**config.mk**
```make
export PLATFORM = sky130hd
export DESIGN_NAME = capture_compare_timer_unit_core
export DESIGN_NICKNAME = d
export VERILOG_FILES = /design/src/design/cctu_pkg.sv /design/src/design/cctu_timer.sv /design/src/design/cctu_channels.sv /design/src/design/capture_compare_timer_unit_core.sv
export SDC_FILE = /design/constraint.sdc
export NUM_CORES = 1
export LEC_CHECK = 0
export BUFFER_PORTS_ARGS = -buffer_cell sky130_fd_sc_hd__buf_2
export CAP_MARGIN = 20
export CORE_UTILIZATION = 50
export DETAILED_ROUTE_END_ITERATION = 8
export PLACE_DENSITY = 0.68
export SYNTH_ARGS = -nofsm -noshare
export SYNTH_HDL_FRONTEND = slang
export SYNTH_SLANG_ARGS = --single-unit
```
**constraint.sdc**
```tcl
create_clock -name aclk -period 5.2 [get_ports aclk]
set_clock_uncertainty 0.05 [all_clocks]
set_input_delay 0.26 -clock aclk [delete_from_list [all_inputs] [get_ports aclk]]
set_output_delay 0.26 -clock aclk [all_outputs]
set_load 0.02 [all_outputs]
```
**src/design/cctu_pkg.sv**
```systemverilog
// Shared types, codes and sizing constants for the capture/compare timer unit.
`default_nettype none

package cctu_pkg;

    localparam int NUM_CHANNELS = 8;
    localparam int TIMER_BITS   = 16;
    localparam int NUM_TIMERS   = 2;
    localparam int MAX_CHANNELS = 16;
    localparam int NIBBLE_CHANNELS = 8;
    localparam int CMP_W = (TIMER_BITS > 16) ? TIMER_BITS : 16;

    localparam int FUNC_W  = 2;
    localparam int IDX_W   = 3;
    localparam int DATA_W  = 16;
    localparam int REQ_W   = 8;
    localparam int CFG_IDX_W  = 2;
    localparam int CFG_DATA_W = 32;

    typedef enum logic [FUNC_W-1:0] {
        FUNC_TICK     = 2'd0,
        FUNC_PIN      = 2'd1,
        FUNC_WR_CHAN  = 2'd2,
        FUNC_WR_TIMER = 2'd3
    } cctu_func_t;

    typedef enum logic [CFG_IDX_W-1:0] {
        CFG_TIMER_CONTROL = 2'd0,
        CFG_RELOAD_ZERO   = 2'd1,
        CFG_RELOAD_ONE    = 2'd2,
        CFG_CHANNEL_MODES = 2'd3
    } cctu_cfg_idx_t;

    // Capture modes in bits 2:0 of a channel nibble; any code with bit 2 set is compare.
    localparam logic [2:0] MODE_RISE = 3'd1;
    localparam logic [2:0] MODE_FALL = 3'd2;
    localparam logic [2:0] MODE_BOTH = 3'd3;
    localparam int MODE_CMP_BIT = 2;
    localparam int MODE_SEL_BIT = 3;

    typedef struct packed {
        cctu_func_t        func;
        logic [IDX_W-1:0]  idx;
        logic              level;
        logic [DATA_W-1:0] data;
        logic              ovf_in;
    } cctu_item_t;

    typedef struct packed {
        logic                  tick;
        logic                  wr;
        logic [TIMER_BITS-1:0] wr_data;
        logic                  wr_ovf;
        logic [TIMER_BITS-1:0] reload;
    } cctu_timer_ctl_t;

    typedef struct packed {
        logic [TIMER_BITS-1:0] count_next;
        logic                  ovf_next;
        logic                  wrapped;
        logic                  incr;
    } cctu_timer_sts_t;

endpackage

`default_nettype wire

```
**src/design/cctu_timer.sv**
```systemverilog
// One up-counting timer with reload, sticky overflow flag and direct write.
`default_nettype none

module cctu_timer
    import cctu_pkg::*;
(
    input  wire logic            aclk,
    input  wire logic            aresetn,
    input  wire logic            step_en,
    input  wire cctu_timer_ctl_t ctl,
    output logic [TIMER_BITS-1:0] count_cur,
    output cctu_timer_sts_t      sts
);

    logic [TIMER_BITS-1:0] count_reg;
    logic                  ovf_reg;

    always_comb begin
        sts.wrapped = ctl.tick && (count_reg == '1);
        sts.incr    = ctl.tick && !sts.wrapped;
        priority if (ctl.wr) begin
            sts.count_next = ctl.wr_data;
            sts.ovf_next   = ctl.wr_ovf;
        end else if (sts.wrapped) begin
            sts.count_next = ctl.reload;
            sts.ovf_next   = 1'b1;
        end else if (sts.incr) begin
            sts.count_next = count_reg + TIMER_BITS'(1);
            sts.ovf_next   = ovf_reg;
        end else begin
            sts.count_next = count_reg;
            sts.ovf_next   = ovf_reg;
        end
    end

    always_ff @(posedge aclk) begin
        if (!aresetn) begin
            count_reg <= '0;
            ovf_reg   <= 1'b0;
        end else if (step_en) begin
            count_reg <= sts.count_next;
            ovf_reg   <= sts.ovf_next;
        end
    end

    assign count_cur = count_reg;

endmodule

`default_nettype wire

```
**src/design/cctu_channels.sv**
```systemverilog
// Capture/compare channel bank: channel values, compare hits, captures and writes.
`default_nettype none

module cctu_channels
    import cctu_pkg::*;
(
    input  wire logic                  aclk,
    input  wire logic                  aresetn,
    input  wire logic                  step_en,
    input  wire cctu_item_t            item,
    input  wire logic [CFG_DATA_W-1:0] modes,
    input  wire logic [TIMER_BITS-1:0] count_cur [NUM_TIMERS],
    input  wire cctu_timer_sts_t       tmr_sts [NUM_TIMERS],
    output logic [REQ_W-1:0]           requests,
    output logic [DATA_W-1:0]          value_out
);

    logic [DATA_W-1:0]       chan_reg  [NUM_CHANNELS];
    logic [DATA_W-1:0]       chan_next [NUM_CHANNELS];
    logic [3:0]              nib       [NUM_CHANNELS];
    logic [NUM_CHANNELS-1:0] req_vec;

    // Channels past the last nibble of the mode register behave as off.
    for (genvar g = 0; g < NUM_CHANNELS; g++) begin : g_nib
        if (g < NIBBLE_CHANNELS) begin : g_have
            assign nib[g] = modes[4*g +: 4];
        end else begin : g_none
            assign nib[g] = 4'd0;
        end
    end

    always_comb begin
        logic             sel;
        logic             fire;
        logic [2:0]       mode;
        for (int m = 0; m < NUM_CHANNELS; m++) begin
            sel  = nib[m][MODE_SEL_BIT];
            mode = nib[m][2:0];
            fire = 1'b0;
            chan_next[m] = chan_reg[m];
            req_vec[m]   = 1'b0;
            if (tmr_sts[sel].incr && mode[MODE_CMP_BIT] &&
                CMP_W'(chan_reg[m]) == CMP_W'(tmr_sts[sel].count_next)) begin
                req_vec[m] = 1'b1;
            end
            if (int'(item.idx) == m) begin
                fire = (mode == MODE_RISE && item.level) ||
                       (mode == MODE_FALL && !item.level) ||
                       (mode == MODE_BOTH);
                if (item.func == FUNC_PIN && fire) begin
                    chan_next[m] = DATA_W'(count_cur[sel]);
                    req_vec[m]   = 1'b1;
                end else if (item.func == FUNC_WR_CHAN) begin
                    chan_next[m] = item.data;
                end
            end
        end
    end

    always_comb begin
        logic [MAX_CHANNELS-1:0] req_ext;
        req_ext   = MAX_CHANNELS'(req_vec);
        requests  = req_ext[REQ_W-1:0];
        value_out = '0;
        for (int m = 0; m < NUM_CHANNELS; m++) begin
            if (int'(item.idx) == m) begin
                value_out = chan_next[m];
            end
        end
    end

    always_ff @(posedge aclk) begin
        if (!aresetn) begin
            for (int m = 0; m < NUM_CHANNELS; m++) begin
                chan_reg[m] <= '0;
            end
        end else if (step_en) begin
            for (int m = 0; m < NUM_CHANNELS; m++) begin
                chan_reg[m] <= chan_next[m];
            end
        end
    end

endmodule

`default_nettype wire

```
**src/design/capture_compare_timer_unit_core.sv**
```systemverilog
// Path: an input transaction passes through the input register, then the result register.
// Throughput: one transaction per cycle unless the result is stalled; the timer and channel
// state update in the same cycle an item moves from the input register into the result register.
// Reset: synchronous, active low; clears timers, flags, channel values, configuration registers and valids.
// Configuration writes are always ready and take effect on the next clock.
// Top level of the capture/compare timer unit.
`default_nettype none

module capture_compare_timer_unit_core
    import cctu_pkg::*;
(
    input  wire logic                  aclk,
    input  wire logic                  aresetn,
    input  wire logic                  s_valid,
    output logic                       s_ready,
    input  wire logic [FUNC_W-1:0]     s_func,
    input  wire logic [IDX_W-1:0]      s_index,
    input  wire logic                  s_level,
    input  wire logic [DATA_W-1:0]     s_data,
    input  wire logic                  s_overflow_in,
    output logic                       m_valid,
    input  wire logic                  m_ready,
    output logic [REQ_W-1:0]           m_channel_requests,
    output logic [NUM_TIMERS-1:0]      m_wrap_requests,
    output logic [DATA_W-1:0]          m_timer_zero_value,
    output logic [DATA_W-1:0]          m_timer_one_value,
    output logic [NUM_TIMERS-1:0]      m_overflow_flags,
    output logic [DATA_W-1:0]          m_channel_value,
    input  wire logic                  cfg_valid,
    output logic                       cfg_ready,
    input  wire logic [CFG_IDX_W-1:0]  cfg_index,
    input  wire logic [CFG_DATA_W-1:0] cfg_data
);

    logic [3:0]            timer_control_reg;
    logic [DATA_W-1:0]     reload_zero_reg;
    logic [DATA_W-1:0]     reload_one_reg;
    logic [CFG_DATA_W-1:0] channel_modes_reg;

    logic       in_valid_reg;
    cctu_item_t in_item_reg;
    logic       step_en;

    logic                  out_valid_reg;
    logic [REQ_W-1:0]      out_req_reg;
    logic [NUM_TIMERS-1:0] out_wrap_reg;
    logic [DATA_W-1:0]     out_t0_reg;
    logic [DATA_W-1:0]     out_t1_reg;
    logic [NUM_TIMERS-1:0] out_ovf_reg;
    logic [DATA_W-1:0]     out_chan_reg;

    cctu_timer_ctl_t       tmr_ctl   [NUM_TIMERS];
    cctu_timer_sts_t       tmr_sts   [NUM_TIMERS];
    logic [TIMER_BITS-1:0] count_cur [NUM_TIMERS];
    logic [REQ_W-1:0]      chan_requests;
    logic [DATA_W-1:0]     chan_value;

    assign cfg_ready = 1'b1;

    always_ff @(posedge aclk) begin
        if (!aresetn) begin
            timer_control_reg <= '0;
            reload_zero_reg   <= '0;
            reload_one_reg    <= '0;
            channel_modes_reg <= '0;
        end else if (cfg_valid) begin
            unique case (cctu_cfg_idx_t'(cfg_index))
                CFG_TIMER_CONTROL: timer_control_reg <= cfg_data[3:0];
                CFG_RELOAD_ZERO:   reload_zero_reg   <= cfg_data[DATA_W-1:0];
                CFG_RELOAD_ONE:    reload_one_reg    <= cfg_data[DATA_W-1:0];
                CFG_CHANNEL_MODES: channel_modes_reg <= cfg_data;
                default: ;
            endcase
        end
    end

    // The held item moves on whenever the result register is empty or being drained.
    assign step_en = in_valid_reg && (!out_valid_reg || m_ready);
    assign s_ready = !in_valid_reg || step_en;

    always_ff @(posedge aclk) begin
        if (!aresetn) begin
            in_valid_reg <= 1'b0;
        end else if (s_ready) begin
            in_valid_reg <= s_valid;
        end
    end

    always_ff @(posedge aclk) begin
        if (s_valid && s_ready) begin
            in_item_reg.func   <= cctu_func_t'(s_func);
            in_item_reg.idx    <= s_index;
            in_item_reg.level  <= s_level;
            in_item_reg.data   <= s_data;
            in_item_reg.ovf_in <= s_overflow_in;
        end
    end

    always_comb begin
        for (int t = 0; t < NUM_TIMERS; t++) begin
            // A timer counts on ticks only when running and not in external mode.
            tmr_ctl[t].tick    = (in_item_reg.func == FUNC_TICK) &&
                                 timer_control_reg[2*t] && !timer_control_reg[2*t+1];
            tmr_ctl[t].wr      = (in_item_reg.func == FUNC_WR_TIMER) &&
                                 (int'(in_item_reg.idx[0]) == t);
            tmr_ctl[t].wr_data = TIMER_BITS'(in_item_reg.data);
            tmr_ctl[t].wr_ovf  = in_item_reg.ovf_in;
        end
        tmr_ctl[0].reload = TIMER_BITS'(reload_zero_reg);
        tmr_ctl[1].reload = TIMER_BITS'(reload_one_reg);
    end

    for (genvar g = 0; g < NUM_TIMERS; g++) begin : g_tmr
        cctu_timer u_timer (
            .aclk      (aclk),
            .aresetn   (aresetn),
            .step_en   (step_en),
            .ctl       (tmr_ctl[g]),
            .count_cur (count_cur[g]),
            .sts       (tmr_sts[g])
        );
    end

    cctu_channels u_channels (
        .aclk      (aclk),
        .aresetn   (aresetn),
        .step_en   (step_en),
        .item      (in_item_reg),
        .modes     (channel_modes_reg),
        .count_cur (count_cur),
        .tmr_sts   (tmr_sts),
        .requests  (chan_requests),
        .value_out (chan_value)
    );

    always_ff @(posedge aclk) begin
        if (!aresetn) begin
            out_valid_reg <= 1'b0;
        end else if (step_en) begin
            out_valid_reg <= 1'b1;
        end else if (m_ready) begin
            out_valid_reg <= 1'b0;
        end
    end

    always_ff @(posedge aclk) begin
        if (step_en) begin
            out_req_reg  <= chan_requests;
            out_wrap_reg <= {tmr_sts[1].wrapped, tmr_sts[0].wrapped};
            out_t0_reg   <= DATA_W'(tmr_sts[0].count_next);
            out_t1_reg   <= DATA_W'(tmr_sts[1].count_next);
            out_ovf_reg  <= {tmr_sts[1].ovf_next, tmr_sts[0].ovf_next};
            out_chan_reg <= chan_value;
        end
    end

    assign m_valid            = out_valid_reg;
    assign m_channel_requests = out_req_reg;
    assign m_wrap_requests    = out_wrap_reg;
    assign m_timer_zero_value = out_t0_reg;
    assign m_timer_one_value  = out_t1_reg;
    assign m_overflow_flags   = out_ovf_reg;
    assign m_channel_value    = out_chan_reg;

endmodule

`default_nettype wire

```
After elaboration in Yosys (flattened, before gate mapping)
Memories as Yosys holds them, arrays and structs flattened.
Index checks and enable logic that the tools add are counted.
- register bits after elaboration: 187
- memory bits (writable): 128
- input bits: 62
- output and inout bits: 63
- memories: 1
- add/subtract/negate cells: 2
- magnitude comparators: 8
- equality and inequality tests: 47
- mux-type cells: 124
- bitwise operators: 17
- reduce and logical (&&, ||, !) cells: 85
- memories (name ; depth ; width ; read ports ; clocked after Yosys merged registers in ; write ports ; RTL line ; text):
    u_channels.chan_reg ; 8 ; 16 ; 8 ; 0 ; 8 ; cctu_channels.sv:18 ; logic [DATA_W-1:0] chan_reg [NUM_CHANNELS];
- operators with widths (operator ; count):
    $mux W16 ; 64
    $mux W19 ; 24
    $eq A16 B16 Y1 ; 8
    $mux W17 ; 6
    $eq A3 B2 Y1 const B ; 18
    $logic_and A1 B1 Y1 ; 52
    $add A16 B1 Y16 const B ; 2
    $eq A16 B16 Y1 const B ; 2
    $mux W1 ; 30
    $eq A3 B1 Y1 const B ; 9
    $logic_or A1 B1 Y1 ; 18
    $ge A2 B2 Y1 const B ; 8
    $not A1 Y2 ; 8
    $eq A3 B3 Y1 const B ; 4
    $eq A2 B2 Y1 const B ; 4
    $or A1 B1 Y1 ; 8
    $reduce_and A2 Y1 ; 4
    $logic_not A1 Y1 ; 7
    $eq A2 B1 Y1 const B ; 2
    $logic_not A2 Y1 ; 2
    $logic_not A3 Y1 ; 1
    $reduce_bool A2 Y1 ; 1
    $not A1 Y1 ; 1

Depth between registers and ports, before layout
- depth in word-level cells: 17
- mapped depth: 14
- gate-level depth less buffers: 12

Cells and area by module
Synthesis repeated with hierarchy kept, for this count alone.
- cells, all modules: 2410
- area, all modules: 22343.9 sq um
- modules (own cells, without submodules) (module ; instances ; cells each ; area each (sq um) ; seq. area each (sq um)):
    cctu_channels ; 1 ; 1634 ; 13849.5 ; 3843.7
    capture_compare_timer_unit_core ; 1 ; 358 ; 5256.3 ; 3893.7
    cctu_timer ; 2 ; 209 ; 1619.1 ; 340.3

Least setup slack after synthesis
No wires, ideal clock.
- path kind: register -> register
- from: register out_valid_reg, in the netlist m_valid
- to: memory u_channels.chan_reg[0][0] (enable)
- arrival time: 3.234 ns
- data required time: 4.033 ns
- slack: 0.799 ns
- stages on the path, launching flop included: 5
- buffers on the path: 1
- cells stage by stage: dfxtp_1 -> nor2b_1 -> nand2b_1 -> clkbuf_1 -> nand2_1
- RTL lines (element ; RTL line ; text):
    start: declaration ; capture_compare_timer_unit_core.sv:44 ; logic out_valid_reg;
    start signal: assignment ; capture_compare_timer_unit_core.sv:138 ; out_valid_reg <= 1'b0;
    start signal: assignment ; capture_compare_timer_unit_core.sv:140 ; out_valid_reg <= 1'b1;
    start signal: assignment ; capture_compare_timer_unit_core.sv:142 ; out_valid_reg <= 1'b0;
    end: declaration ; cctu_channels.sv:18 ;

==> flow_summary.ini <==
[floorplan]
placementRows = 74
die_w_um = 206
dieHeight_um = 206
start_util_pct = 50.8
die_area_mm2 = 0.0424
pin_count = 125
coreArea_mm2 = 0.0409

[sta]
rsz0062_at_grt = false
slew_headroom_pct = 19.3
fin_crit_ns = 4.76
finalCritPeriodShare_pct = 91.5
setup_viol = 0
slew_viol_final = 0
finalHoldViolCount = 0
setup-tns-final_ns = 0
tightest_slew_ns = 1.21
max_freq_mhz = 210

[critical_path]
critPathCapture = m_channel_requests[2]$_DFFE_PP_
worstSetupEndpointType = register
start_kind = register
critPathLaunch = in_item_reg[21]$_DFFE_PP_
worst-endpoint-required_ns = 5.59
r2r_slack_ns = 0.44
critPathMaxFanout = 14
regToRegEndpoint = m_channel_requests[2]$_DFFE_PP_
path_class = register to register
arrival_ns = 5.15
reg2reg_from = in_item_reg[21]$_DFFE_PP_
reg2regPathDepth = 11

[logic_synthesis]
synth_area_leaders = edfxtp_1 (30%), dfxtp_1 (10%), a21oi_1 (8.7%)
synth_area_leader_cell = edfxtp_1
syn-cell-area_mm2 = 0.0208
ys_ff_latch = 315
synth_xor_area_share_pct = 8.85
synthCells = 2438
muxShareOfSynthArea_pct = 8.15
yosysSeqAreaShare_pct = 40.5
synthSimpleGateAreaFrac_pct = 17.9
syn-mean-instance-area_um2 = 8.53
synth_cell_types = 84
synth_ff_type = edfxtp_1
synth_edf_count = 211
synthArstFlopShare_pct = 0
synth.top_cells.by_count = nand2_1 (460), a21oi_1 (363), edfxtp_1 (211), clkbuf_1 (191), mux2i_1 (167)
synth_nets = 2502
ys_warn_count = 0
synth_top_cell_area_share_pct = 30.5
synth-adder-area-share_pct = 0.120
yosysMostFrequentCell = nand2_1
synth_top_family_by_area = compound AO/OA/AOI/OAI gates
synth_compound_area_share_pct = 19.5

[cts]
clkSinkCount = 315
cts_setup_buffers = 0
cts-root-buf = clkbuf_16
cts_resized = 0
insertion_delay_ns = 0.58
cts_tree = done
clockBufferDepth = 3
cts_made_buffers = 39
h-tree-depth = 2
hold_buffers = 57
clk_pin_slew_ns = 0.06

[route]
wl_per_cell_um = 30.6
drc = 0
drt_iter0_markers = 2714
viasPerCell = 6.74
firstDrtPassIters = 7
routed_wl_mm = 94.0
num_vias = 20700
detail-route-antenna-nets = 0

[placement]
gp_congestion = 1.03
port_buffers = 123
dp_hpwl_mm = 65.8

[grt]
grt_antenna_before_repair = 2
grt.total_usage_pct = 44.1
grt_pass1_vias = 19600
grt_pass1_wl_mm = 134
grt_max_degree = 102
overflow = 0

[final_layout]
fillers = 3651
largest_reg_flops = 128
utilization_pct = 58.3
drive_above_1_share_pct = 13.1
seq_area_mm2 = 0.00842
syn2layout_area_growth_pct = 14.8
multi_input_area_mm2 = 0.0114
fin_nets = 2577

[pwr]
p_leak_nw = 8.36
peakVddDrop_mv = 0.263
power.density_mw_per_mm2 = 300

[hold_path]
min_path_type = primary input to register
hold_start = aresetn

[run_status]
outcome = finished clean

[job]
cap_violations = 0
cell families after synthesis:
kind of cell	Yosys count
buf+inv	270
flops	315
mux	169
other cells	1
simple gates	813
fa+ha+maj	2
xor+xnor	210
compound gates	658
through the flow:
| step | instance area, um^2 | hold WS [ns] | std cells | power, mW | setup slack (ns) |
|---|---|---|---|---|---|
| after floorplan | 20800 | 0.309 | 2438 | 3.80 | 0.799 |
| after global placement | 21900 | 0.388 | 2944 | 4.28 | 0.700 |
| after detailed placement | 22000 | 0.388 | 2945 | 4.30 | 0.666 |
| after CTS | 23800 | 0.0586 | 3071 | 7.10 | 0.638 |
| after global routing | 23900 | 0.120 | 3073 | 7.32 | 0.187 |
| final | 23900 | 0.0770 | 3074 | 7.16 | 0.439 |
per-layer routing:
| layer | global-route usage (%) | part of all wire, % |
|---|---|---|
| met5 | 0 | 0.012 |
| met4 | 24.1 | 6.4 |
| met3 | 11.1 | 12 |
| met2 | 68.1 | 44 |
| met1 | 56.4 | 37 |
worst min path at each step:
stage	endpoint	slack (ns)	cells past startpoint
5_1_grt	g_tmr[1].u_timer.count_cur[9]$_SDFFE_PN0P_	0.12	3
4_1_cts	g_tmr[1].u_timer.count_cur[9]$_SDFFE_PN0P_	0.06	3
3_5_place_dp	in_item_reg[16]$_DFFE_PP_	0.39	1
6_report	g_tmr[1].u_timer.count_cur[9]$_SDFFE_PN0P_	0.08	3
3_3_place_gp	in_item_reg[1]$_DFFE_PP_	0.39	1
2_1_floorplan	in_item_reg[0]$_DFFE_PP_	0.31	0
layout by cell type (no fill, tap or decap), drive strengths merged, types with 4 or more instances in the layout:
cell         synthesis  routed
buf                 45     213
o211ai               9       9
nor3                36      36
clkbuf             191      51
a31oi               16      16
or2                 22      22
a31o                 4       4
nand2b              11      11
nand3               42      42
o2111ai              8       8
nor3b                4       4
nand2              460     460
o41ai                8       8
xor2                87      87
a21oi              364     364
nor2b                6       6
dlygate4sd3          0      57
o31ai                6       6
bufinv               0       4
clkinv               2      11
or3                  6       6
and4                 7       7
xnor2              123     123
nand4               58      58
and3b                4       4
a2111oi              9       9
dfxtp              104     104
o21ai               33      33
and2                23      23
nor4                16      16
o32ai                4       4
nand3b               4       4
nor4b                4       4
nor2                89      89
edfxtp             211     211
and3                13      13
o22ai                4       4
mux2i              167     167
inv                 32      37
a211oi             152     152
final cells by class:
cell class	count	area share, %
multi-input combinational	1853	47.9
clock buffer	51	4.49
sequential	315	35.3
antenna	1	0.0105
clock inverter	18	0.844
tap	532	2.79
timing repair buffer	270	8.10
inverter	34	0.556
worst max-delay path, stage by stage (launching register included):
cell      delay (ns)
edfxtp_1        0.57
nor4b_1         0.84
nand4_1         0.38
o31ai_1         0.30
a21oi_1         0.08
a21oi_1         0.82
inv_2           0.37
xnor2_1         0.25
a41o_1          0.22
o311ai_0        0.13
nor4_1          0.42
a22o_1          0.20
power breakdown:
group          internal (mW)  switching, mW
registers               2.84          0.232
logic                  0.468          0.819
clock network           1.65           1.16
(Power assumes the default switching activity.)
